`src/rtl/ccd_pkg.sv`:
```
// Package for the cylindrical charge deposit block: command, kind and register codes,
// queue entry and status types. No dependencies.
package ccd_pkg;

	localparam logic [1:0] CMD_DEPOSIT    = 2'd0;
	localparam logic [1:0] CMD_READ       = 2'd1;
	localparam logic [1:0] CMD_READ_CLEAR = 2'd2;

	localparam logic [1:0] REG_ROWS    = 2'd0;
	localparam logic [1:0] REG_COLUMNS = 2'd1;
	localparam logic [1:0] REG_SCALE   = 2'd2;

	localparam logic [1:0] KIND_NONE       = 2'd0;
	localparam logic [1:0] KIND_DEPOSIT    = 2'd1;
	localparam logic [1:0] KIND_READ       = 2'd2;
	localparam logic [1:0] KIND_READ_CLEAR = 2'd3;

	localparam int IDX_W = 12;
	localparam int WT_W  = 21;

	// mask bits: 0 own cell, 1 diagonal, 2 axial neighbor, 3 radial neighbor
	typedef struct packed {
		logic [1:0]                 kind;
		logic [IDX_W-1:0]           row;
		logic [IDX_W-1:0]           col;
		logic [IDX_W-1:0]           nrow;
		logic [IDX_W-1:0]           ncol;
		logic signed [31:0]         charge;
		logic [3:0]                 mask;
		logic [3:0][WT_W-1:0]       weight;
	} ccd_entry_t;

	typedef struct packed {
		logic clearing;
		logic idle;
	} ccd_status_t;

endpackage

```
`src/rtl/ccd_if.sv`:
```
// Channel interfaces of the charge deposit block: input words, result words, config writes.
// Depends on nothing.
interface ccd_in_if;
	logic               valid;
	logic               ready;
	logic [1:0]         command;
	logic [19:0]        radial_position;
	logic [19:0]        axial_position;
	logic [7:0]         cell_row;
	logic [7:0]         cell_column;
	logic [1:0]         quadrant;
	logic signed [31:0] charge;
	modport source(output valid, command, radial_position, axial_position, cell_row,
		cell_column, quadrant, charge, input ready);
	modport sink(input valid, command, radial_position, axial_position, cell_row,
		cell_column, quadrant, charge, output ready);
endinterface


```
`src/rtl/ccd_front.sv`:
```
// Front end: accepts input words, classifies them, computes offsets and area weights.
// Depends on ccd_pkg and ccd_in_if.
module ccd_front #(
	parameter int MAX_ROWS      = 256,
	parameter int MAX_COLUMNS   = 256,
	parameter int FRACTION_BITS = 12
) (
	input  logic                clk,
	input  logic                arst_n,
	ccd_in_if.sink              item,
	input  logic [8:0]          rows_in_use,
	input  logic [8:0]          columns_in_use,
	input  ccd_pkg::ccd_status_t status,
	input  logic                queue_full,
	output logic                push,
	output ccd_pkg::ccd_entry_t entry
);
	localparam int F = FRACTION_BITS;
	localparam logic [31:0] ONE   = 32'(1) << F;
	localparam logic [31:0] HALF  = 32'(1) << (F - 1);
	localparam logic [F:0]  UNIT  = {1'b1, {F{1'b0}}};
	localparam logic [15:0] MROWS = 16'(MAX_ROWS);
	localparam logic [15:0] MCOLS = 16'(MAX_COLUMNS);

	logic                      v_s1;
	logic [1:0]                kind_s1;
	logic [ccd_pkg::IDX_W-1:0] row_s1, col_s1, nrow_s1, ncol_s1;
	logic signed [31:0]        charge_s1;
	logic [3:0]                mask_s1;
	logic [F:0]                k_s1, e_s1;

	logic [15:0] rows_eff, cols_eff, row16, col16;
	logic        in_range, up, right, has_r, has_z, accept;
	logic [31:0] pr, pz, cr, cz, dr, dz;
	logic [F:0]  k, e;
	logic [1:0]  kind;

	function automatic logic [ccd_pkg::WT_W-1:0] area(input logic [F:0] a, input logic [F:0] b);
		logic [2*F+1:0] p;
		p = (2*F+2)'(a) * (2*F+2)'(b) + (2*F+2)'(HALF);
		return ccd_pkg::WT_W'(p >> F);
	endfunction

	function automatic logic [F:0] clamp(input logic [31:0] d);
		logic [F:0] r;
		if ($signed(d) < 0) r = '0;
		else if ($signed(d) > $signed(ONE)) r = UNIT;
		else r = d[F:0];
		return r;
	endfunction

	assign push       = v_s1 && !queue_full;
	assign item.ready = !status.clearing && (!v_s1 || !queue_full);
	assign accept     = item.valid && item.ready;

	always_comb begin
		rows_eff = ({7'b0, rows_in_use} > MROWS) ? MROWS : {7'b0, rows_in_use};
		cols_eff = ({7'b0, columns_in_use} > MCOLS) ? MCOLS : {7'b0, columns_in_use};
		row16    = {8'b0, item.cell_row};
		col16    = {8'b0, item.cell_column};
		in_range = (row16 < rows_eff) && (col16 < cols_eff);
		up       = !item.quadrant[1];
		right    = item.quadrant[0];
		pr       = {12'b0, item.radial_position};
		pz       = {12'b0, item.axial_position};
		cr       = ({24'b0, item.cell_row} << F) + HALF;
		cz       = ({24'b0, item.cell_column} << F) + HALF;
		dr       = up ? pr - cr : cr - pr;
		dz       = right ? pz - cz : cz - pz;
		k        = clamp(dr);
		e        = clamp(dz);
		has_r    = up ? (row16 + 16'd2 < rows_eff) : (item.cell_row != 8'd0);
		has_z    = right ? (col16 + 16'd2 < cols_eff) : (item.cell_column != 8'd0);
		unique case (item.command)
			ccd_pkg::CMD_DEPOSIT:    kind = in_range ? ccd_pkg::KIND_DEPOSIT : ccd_pkg::KIND_NONE;
			ccd_pkg::CMD_READ:       kind = in_range ? ccd_pkg::KIND_READ : ccd_pkg::KIND_NONE;
			ccd_pkg::CMD_READ_CLEAR: kind = in_range ? ccd_pkg::KIND_READ_CLEAR
				: ccd_pkg::KIND_NONE;
			default:                 kind = ccd_pkg::KIND_NONE;
		endcase
	end

	always_ff @(posedge clk or negedge arst_n) begin
		if (!arst_n) begin
			v_s1 <= 1'b0;
		end else if (accept) begin
			v_s1 <= 1'b1;
		end else if (push) begin
			v_s1 <= 1'b0;
		end
	end

	always_ff @(posedge clk) begin
		if (accept) begin
			kind_s1   <= kind;
			row_s1    <= ccd_pkg::IDX_W'(item.cell_row);
			col_s1    <= ccd_pkg::IDX_W'(item.cell_column);
			nrow_s1   <= up ? ccd_pkg::IDX_W'(item.cell_row) + 1'b1
				: ccd_pkg::IDX_W'(item.cell_row) - 1'b1;
			ncol_s1   <= right ? ccd_pkg::IDX_W'(item.cell_column) + 1'b1
				: ccd_pkg::IDX_W'(item.cell_column) - 1'b1;
			charge_s1 <= item.charge;
			k_s1      <= k;
			e_s1      <= e;
			mask_s1   <= (kind == ccd_pkg::KIND_DEPOSIT) ? {has_r, has_z, has_r & has_z, 1'b1}
				: 4'b0;
		end
	end

	always_comb begin
		entry.kind      = kind_s1;
		entry.row       = row_s1;
		entry.col       = col_s1;
		entry.nrow      = nrow_s1;
		entry.ncol      = ncol_s1;
		entry.charge    = charge_s1;
		entry.mask      = mask_s1;
		entry.weight[0] = area(UNIT - k_s1, UNIT - e_s1);
		entry.weight[1] = area(k_s1, e_s1);
		entry.weight[2] = area(e_s1, UNIT - k_s1);
		entry.weight[3] = area(k_s1, UNIT - e_s1);
	end
endmodule

```
`src/flat_wrapper.sv`:
```
// flat-port wrapper written by rule: the top's interface ports become plain ports
module ccd_front_flat 
#(
	parameter int MAX_ROWS      = 256,
	parameter int MAX_COLUMNS   = 256,
	parameter int FRACTION_BITS = 12
)
  (clk, arst_n, rows_in_use, columns_in_use, status, queue_full, push, entry, item_valid, item_command, item_radial_position, item_axial_position, item_cell_row, item_cell_column, item_quadrant, item_charge, item_ready);
  ccd_in_if item_i ();
  input  logic clk;
  input  logic arst_n;
  input  logic [8:0] rows_in_use;
  input  logic [8:0] columns_in_use;
  input  ccd_pkg::ccd_status_t status;
  input  logic queue_full;
  output logic push;
  output ccd_pkg::ccd_entry_t entry;
  input wire logic [$bits(item_i.valid)-1:0] item_valid;
  input wire logic [$bits(item_i.command)-1:0] item_command;
  input wire logic [$bits(item_i.radial_position)-1:0] item_radial_position;
  input wire logic [$bits(item_i.axial_position)-1:0] item_axial_position;
  input wire logic [$bits(item_i.cell_row)-1:0] item_cell_row;
  input wire logic [$bits(item_i.cell_column)-1:0] item_cell_column;
  input wire logic [$bits(item_i.quadrant)-1:0] item_quadrant;
  input wire logic [$bits(item_i.charge)-1:0] item_charge;
  output wire logic [$bits(item_i.ready)-1:0] item_ready;
  assign item_i.valid = item_valid;
  assign item_i.command = item_command;
  assign item_i.radial_position = item_radial_position;
  assign item_i.axial_position = item_axial_position;
  assign item_i.cell_row = item_cell_row;
  assign item_i.cell_column = item_cell_column;
  assign item_i.quadrant = item_quadrant;
  assign item_i.charge = item_charge;
  assign item_ready = item_i.ready;
  ccd_front #(.MAX_ROWS(MAX_ROWS), .MAX_COLUMNS(MAX_COLUMNS), .FRACTION_BITS(FRACTION_BITS)) u_core (.clk(clk), .arst_n(arst_n), .item(item_i), .rows_in_use(rows_in_use), .columns_in_use(columns_in_use), .status(status), .queue_full(queue_full), .push(push), .entry(entry));
endmodule
```
`config.mk`:
```
export PLATFORM = sky130hd
export DESIGN_NAME = ccd_front_flat
export DESIGN_NICKNAME = d
export VERILOG_FILES = /design/src/rtl/ccd_pkg.sv /design/src/rtl/ccd_if.sv /design/src/rtl/ccd_front.sv /design/src/flat_wrapper.sv
export SDC_FILE = /design/constraint.sdc
export NUM_CORES = 2
export LEC_CHECK = 0
export BUFFER_PORTS_ARGS = -buffer_cell sky130_fd_sc_hd__buf_2
export CAP_MARGIN = 20
export CORE_MARGIN = 8
export CORE_UTILIZATION = 46
export DETAILED_ROUTE_END_ITERATION = 6
export GPL_TIMING_DRIVEN = 1
export SLEW_MARGIN = 20
export SYNTH_ARGS = -nofsm -noshare
export SYNTH_HDL_FRONTEND = slang
export SYNTH_SLANG_ARGS = --single-unit
export TNS_END_PERCENT = 20
```
`constraint.sdc`:
```
create_clock -name clk -period 16.6 [get_ports clk]
set_input_delay 1.66 -clock clk [delete_from_list [all_inputs] [get_ports clk]]
set_output_delay 1.66 -clock clk [all_outputs]
set_load 0.01 [all_outputs]
```
After elaboration in Yosys (flattened, before gate mapping)
Index checks and enable logic that the tools add are counted.

storage, ports and cells
  bits of input ports = 116
  output and inout port bits = 172
  bits in registers = 105

operators by class
  multiplexer cells = 17
  bitwise logic cells = 1
  reductions and logical operators = 14
  eq/ne operators = 3
  $lt $le $gt $ge = 10
  add/sub/neg operators = 18
  $mul = 4

operator list
  kind                                                   number
  adder 26 x 12 -> 26 bit (second input constant)        4
  multiplier 13 x 13 -> 26 bit                           4
  > comparator 32 x 14 -> 1 bit (second input constant)  2
  < comparator 32 x 1 -> 1 bit (second input constant)   2
  2-to-1 mux 32 bit                                      2
  subtractor 20 x 32 -> 32 bit                           2
  subtractor 32 x 20 -> 32 bit                           2
  adder 20 x 12 -> 21 bit (second input constant)        2
  < comparator 16 bit                                    2
  < comparator 8 x 16 -> 1 bit                           2
  2-to-1 mux 13 bit                                      2
  subtractor 13 bit (first input constant)               2
  2-to-1 mux 12 bit                                      2
  adder 8 x 1 -> 9 bit (second input constant)           2
  adder 8 x 2 -> 9 bit (second input constant)           2
  > comparator 9 bit (second input constant)             2
  2-to-1 mux 9 bit                                       2
  subtractor 8 x 1 -> 9 bit (second input constant)      2
  nonzero test 8 bit                                     2
  2-to-1 mux 1 bit                                       6
  case mux 2 bit (3 select lines)                        1
  equality test 2 x 1 -> 1 bit (second input constant)   2
  logical AND 1 bit                                      4
  2-to-1 mux 2 bit                                       2
  7 further kinds                                        10

Depth between registers and ports, before layout
  depth in word-level cells = 8
  mapped depth = 28
  depth with buffers taken out = 27

Least setup slack after synthesis
No wires, ideal clock.

  kind = reg-to-output
  start point = register u_core.e_s1[5]
  end point = output entry[13] in the netlist's numbering
  slack = 7876 ps
  required time = 14940 ps
  arrival = 7064 ps
  cell stages (with the launch flop) = 25
  cells stage by stage = edfxtp_1 -> clkbuf_1 -> nor4_1 -> nand2_1 -> or4_1 -> xor2_1 -> clkbuf_1 -> nand2_1 -> fa_1 -> fa_1 -> fa_1 -> inv_1 -> fa_1 -> fa_1 -> fa_1 -> ha_1 -> a2111oi_0 -> o21ai_1 -> o2111ai_1 -> a21oi_1 -> nor2_1 -> o221ai_1 -> a41oi_1 -> a21oi_1 -> xnor2_1

RTL lines
  element                   RTL line            RTL
  start: declaration        ccd_front.sv:30     logic [F:0] k_s1, e_s1;
  start signal: assignment  ccd_front.sv:104    e_s1 <= e;
  end: declaration          flat_wrapper.sv:17  output ccd_pkg::ccd_entry_t entry;

==> summary.txt <==
Clocking
  • Clock transition at path regs: 0.08 ns
  • Root buffer cell: clkbuf_16
  • CTS tree: done
  • Clk sinks: 101
  • Post_cts resized: 0
  • Maximum buffer depth of the clock tree: 2
  • Post-CTS Setup Repair Bufs: 0
  • Worst-skew pair later-pin latency: 0.37 ns
  • Num CTS Buffers: 9
  • CTS Hold Bufs: 0
  • H-tree depth: 3

Worst setup path
  • CP Capture Point: entry[55]
  • R2R Path End: u_core.e_s1[0]
  • Worst Setup SP: u_core.k_s1[4]
  • Data arrival, critical path: 8.64 ns
  • Crit Path Max Fanout: 29
  • FF-to-FF path depth: 3
  • R2r startpoint: u_core.v_s1
  • Worst setup EP type: primary output
  • Crit path kind: flop to primary output
  • Worst setup SP type: flop
  • CP Data Required Time: 14.94 ns
  • Reg2reg setup slack: 14.34 ns

Drt
  • Routed Antenna Nets: 0
  • Final WL: 69700 µm
  • Initial drt markers: 1050
  • DRC violations left: 0
  • WL per Instance: 16.6 µm
  • Vias/cell: 5.02
  • Total number of vias: 21100
  • Pre-Repair DR Iteration Count: 5

Pwr
  • Sequential Power Share: 0.063
  • Combinational power share: 0.890
  • Clock power share: 0.047
  • Pwr/cell area: 152 nW/µm²
  • Int Power: 0.00222 W
  • NetSw: 0.00251 W
  • Switching portion of total power: 0.531
  • Worst vdd ir: 0.142 mV
  • Static leakage: 16.2 nW

GRT
  • Overall Global Routing Usage: 0.201
  • Largest net degree at the start of global routing: 57
  • First-pass GRT wire length: 116000 µm
  • Gr ovfl total: 0
  • Vias in the first global route: 22700
  • Initial antenna violation count: 8

Floorplan
  • Site row count: 92
  • Top Ports: 288
  • Chip height: 267 µm
  • Core box area: 62600 µm²
  • Initial Utilization: 0.461
  • Die area: 71100 µm²
  • Die X: 267 µm

Timing
  • Final worst path period share: 0.620
  • Final WS setup: 6.30 ns
  • Slew Limit Headroom: 0.283
  • Max Transition Viols Final: 0
  • Final Hold Fails: 0
  • RSZ-0062 raised after global routing: false
  • Fmax: 0.0971 GHz
  • Setup_tns: 0 ns
  • Final Setup Violations: 0
  • Post-route minimum period: 10.30 ns
  • Worst Hold Slack: 0.516 ns
  • Worst slew pin tran: 1.07 ns
  • Clock Skews: 0.00945 ns

Yosys
  • Cell area after synthesis: 28900 µm²
  • Async set-reset flop share out of synthesis: 0.00990
  • Count of cell types in the netlist: 75
  • Mapped Cells: 3191
  • Synth Flop Type: edfxtp_1
  • Avg Cell Area, Syn: 9.05 µm²
  • #FFs+latches synth: 101
  • Register area share after synthesis: 0.105
  • EDFF count, synth: 100
  • YS warnings: 0

Outcome
  • Outcome: finished, final reports clean

Worst hold path
  • Hold Crit Class: flop to flop

Placement
  • DP HPWL: 56300 µm
  • # port buffers: 250
  • Area post-placement: 30900 µm²
  • Place WS: 6.63 ns
  • GP Congestion: 0.849

Finish
  • Fillcell total: 6113
  • Area growth syn-to-layout: 8.05%
  • NumNets Final: 4372
  • Share of layout cells above drive strength 1: 0.105
  • Fin area: 31200 µm²

Job
  • Max Cap Violations: 0
how the worst min path moves through the flow:
stage	depth (start not counted)	startpoint	end	slack, ns
after global routing	1	u_core.v_s1	u_core.v_s1	0.57
after floorplan	1	u_core.v_s1	u_core.v_s1	0.47
after CTS	1	u_core.v_s1	u_core.v_s1	0.52
after detailed placement	1	u_core.v_s1	u_core.v_s1	0.49
final	1	u_core.v_s1	u_core.v_s1	0.52
after global placement	1	u_core.v_s1	u_core.v_s1	0.50
state kept, by name, summed over array words and instances (netlist names):
register	cells
u_core.k_s1	13
u_core.ncol_s1	10
u_core.row_s1	8
u_core.nrow_s1	10
u_core.charge_s1	32
u_core.e_s1	13
u_core.kind_s1	2
u_core.mask_s1	4
u_core.v_s1	1
u_core.col_s1	8
cells by family (layout without fill, tap and decap cells):
| kind of cell | Yosys count | in the layout | share of synthesized area |
|---|---|---|---|
| muxes | 11 | 11 | 0.00390 |
| and+or+nand+nor | 982 | 982 | 0.163 |
| buffers and inverters | 797 | 926 | 0.109 |
| adders and majority gates | 906 | 906 | 0.519 |
| xor gates and xnor gates | 136 | 136 | 0.0412 |
| AOI/OAI and AO/OA | 257 | 257 | 0.0584 |
| DFF | 101 | 101 | 0.105 |
| other | 1 | 40 | 0.000130 |
critical path, stage by stage, from the launching register on:
cell      delay [ns]
edfxtp_1        0.36
buf_4           0.26
nor4_1          0.50
nand2_1         0.22
xor2_1          0.84
buf_4           0.36
nand2_1         0.10
fa_1            0.54
fa_1            0.43
fa_1            0.49
inv_1           0.05
fa_1            0.50
fa_1            0.51
fa_1            0.44
ha_1            0.34
a21oi_1         0.14
o21ai_0         0.15
a31oi_1         0.38
a21oi_1         0.16
o31ai_1         0.54
o21ai_1         0.27
nor4_1          0.22
nor3_1          0.11
xnor2_1         0.17
buf_2           0.16
Yosys cell counts, types with 12 or more instances:
cell type | instances | area [µm²]
nand2_1 | 450 | 1690
buf_4 | 40 | 300
nor4_1 | 14 | 87.6
clkbuf_1 | 135 | 507
nor3_1 | 39 | 195
ha_1 | 418 | 5230
a21oi_1 | 82 | 410
a21o_1 | 40 | 300
xor2_1 | 53 | 464
o21ai_0 | 37 | 185
xnor2_1 | 83 | 727
inv_1 | 608 | 2280
nand4_1 | 24 | 150
or3_1 | 20 | 125
nand2b_1 | 12 | 75.1
nand3_1 | 30 | 150
edfxtp_1 | 100 | 3000
nor2_1 | 118 | 443
and2_1 | 225 | 1410
fa_1 | 488 | 9770
placed cells by master (no fill, tap or decap), types with 14 or more instances in the layout:
master	n
inv_1	608
fa_1	488
nand2_1	450
ha_1	418
buf_2	250
and2_1	224
nor2_1	118
edfxtp_1	100
a21oi_1	82
xnor2_1	79
xor2_1	50
buf_4	50
a21o_1	40
nor3_1	39
o21ai_0	37
conb_1	36
nand3_1	30
nand4_1	24
or3_1	20
nor4_1	14
routing by layer:
metal,part of all wire,wire length [µm],global-route usage,vias to the layer above
li1,-,-,-,10200
met1,0.44,30400,0.258,10400
met2,0.50,34700,0.357,419
met3,0.049,3390,0.0323,74
met4,0.018,1240,0.0416,6
met5,0.00056,39,0,-
stage by stage:
step | power (W) | instances | utilization
floorplan | 0.00325 | 3226 | -
global placement | 0.00460 | 4185 | 0.493
detailed placement | 0.00461 | 4185 | 0.493
CTS | 0.00489 | 4201 | 0.498
global route | 0.00540 | 4204 | 0.498
finish | 0.00473 | 4205 | 0.498
final cells by class:
| type | count | area (µm²) | share of cell area |
|---|---|---|---|
| Timing Repair Buffer | 300 | 1630 | 0.0521 |
| Clock buffer | 9 | 225 | 0.00722 |
| Clock inverter | 7 | 83.8 | 0.00269 |
| Multi-Input combinational cell | 2328 | 22900 | 0.733 |
| Inverter | 610 | 2290 | 0.0734 |
| Antenna cell | 4 | 10.0 | 0.000321 |
| Sequential cell | 101 | 3030 | 0.0970 |
| Tap cell | 846 | 1060 | 0.0339 |
power groups by stage:
stage | registers [W] | logic, W | clock network, W
global route | 0.000300 | 0.00486 | 0.000236
floorplan | 0.000309 | 0.00294 | 0
CTS | 0.000299 | 0.00436 | 0.000227
detailed placement | 0.000305 | 0.00431 | 0
global placement | 0.000305 | 0.00429 | 0
finish | 0.000299 | 0.00421 | 0.000222
No activity file was read; power rests on OpenSTA's default activity.
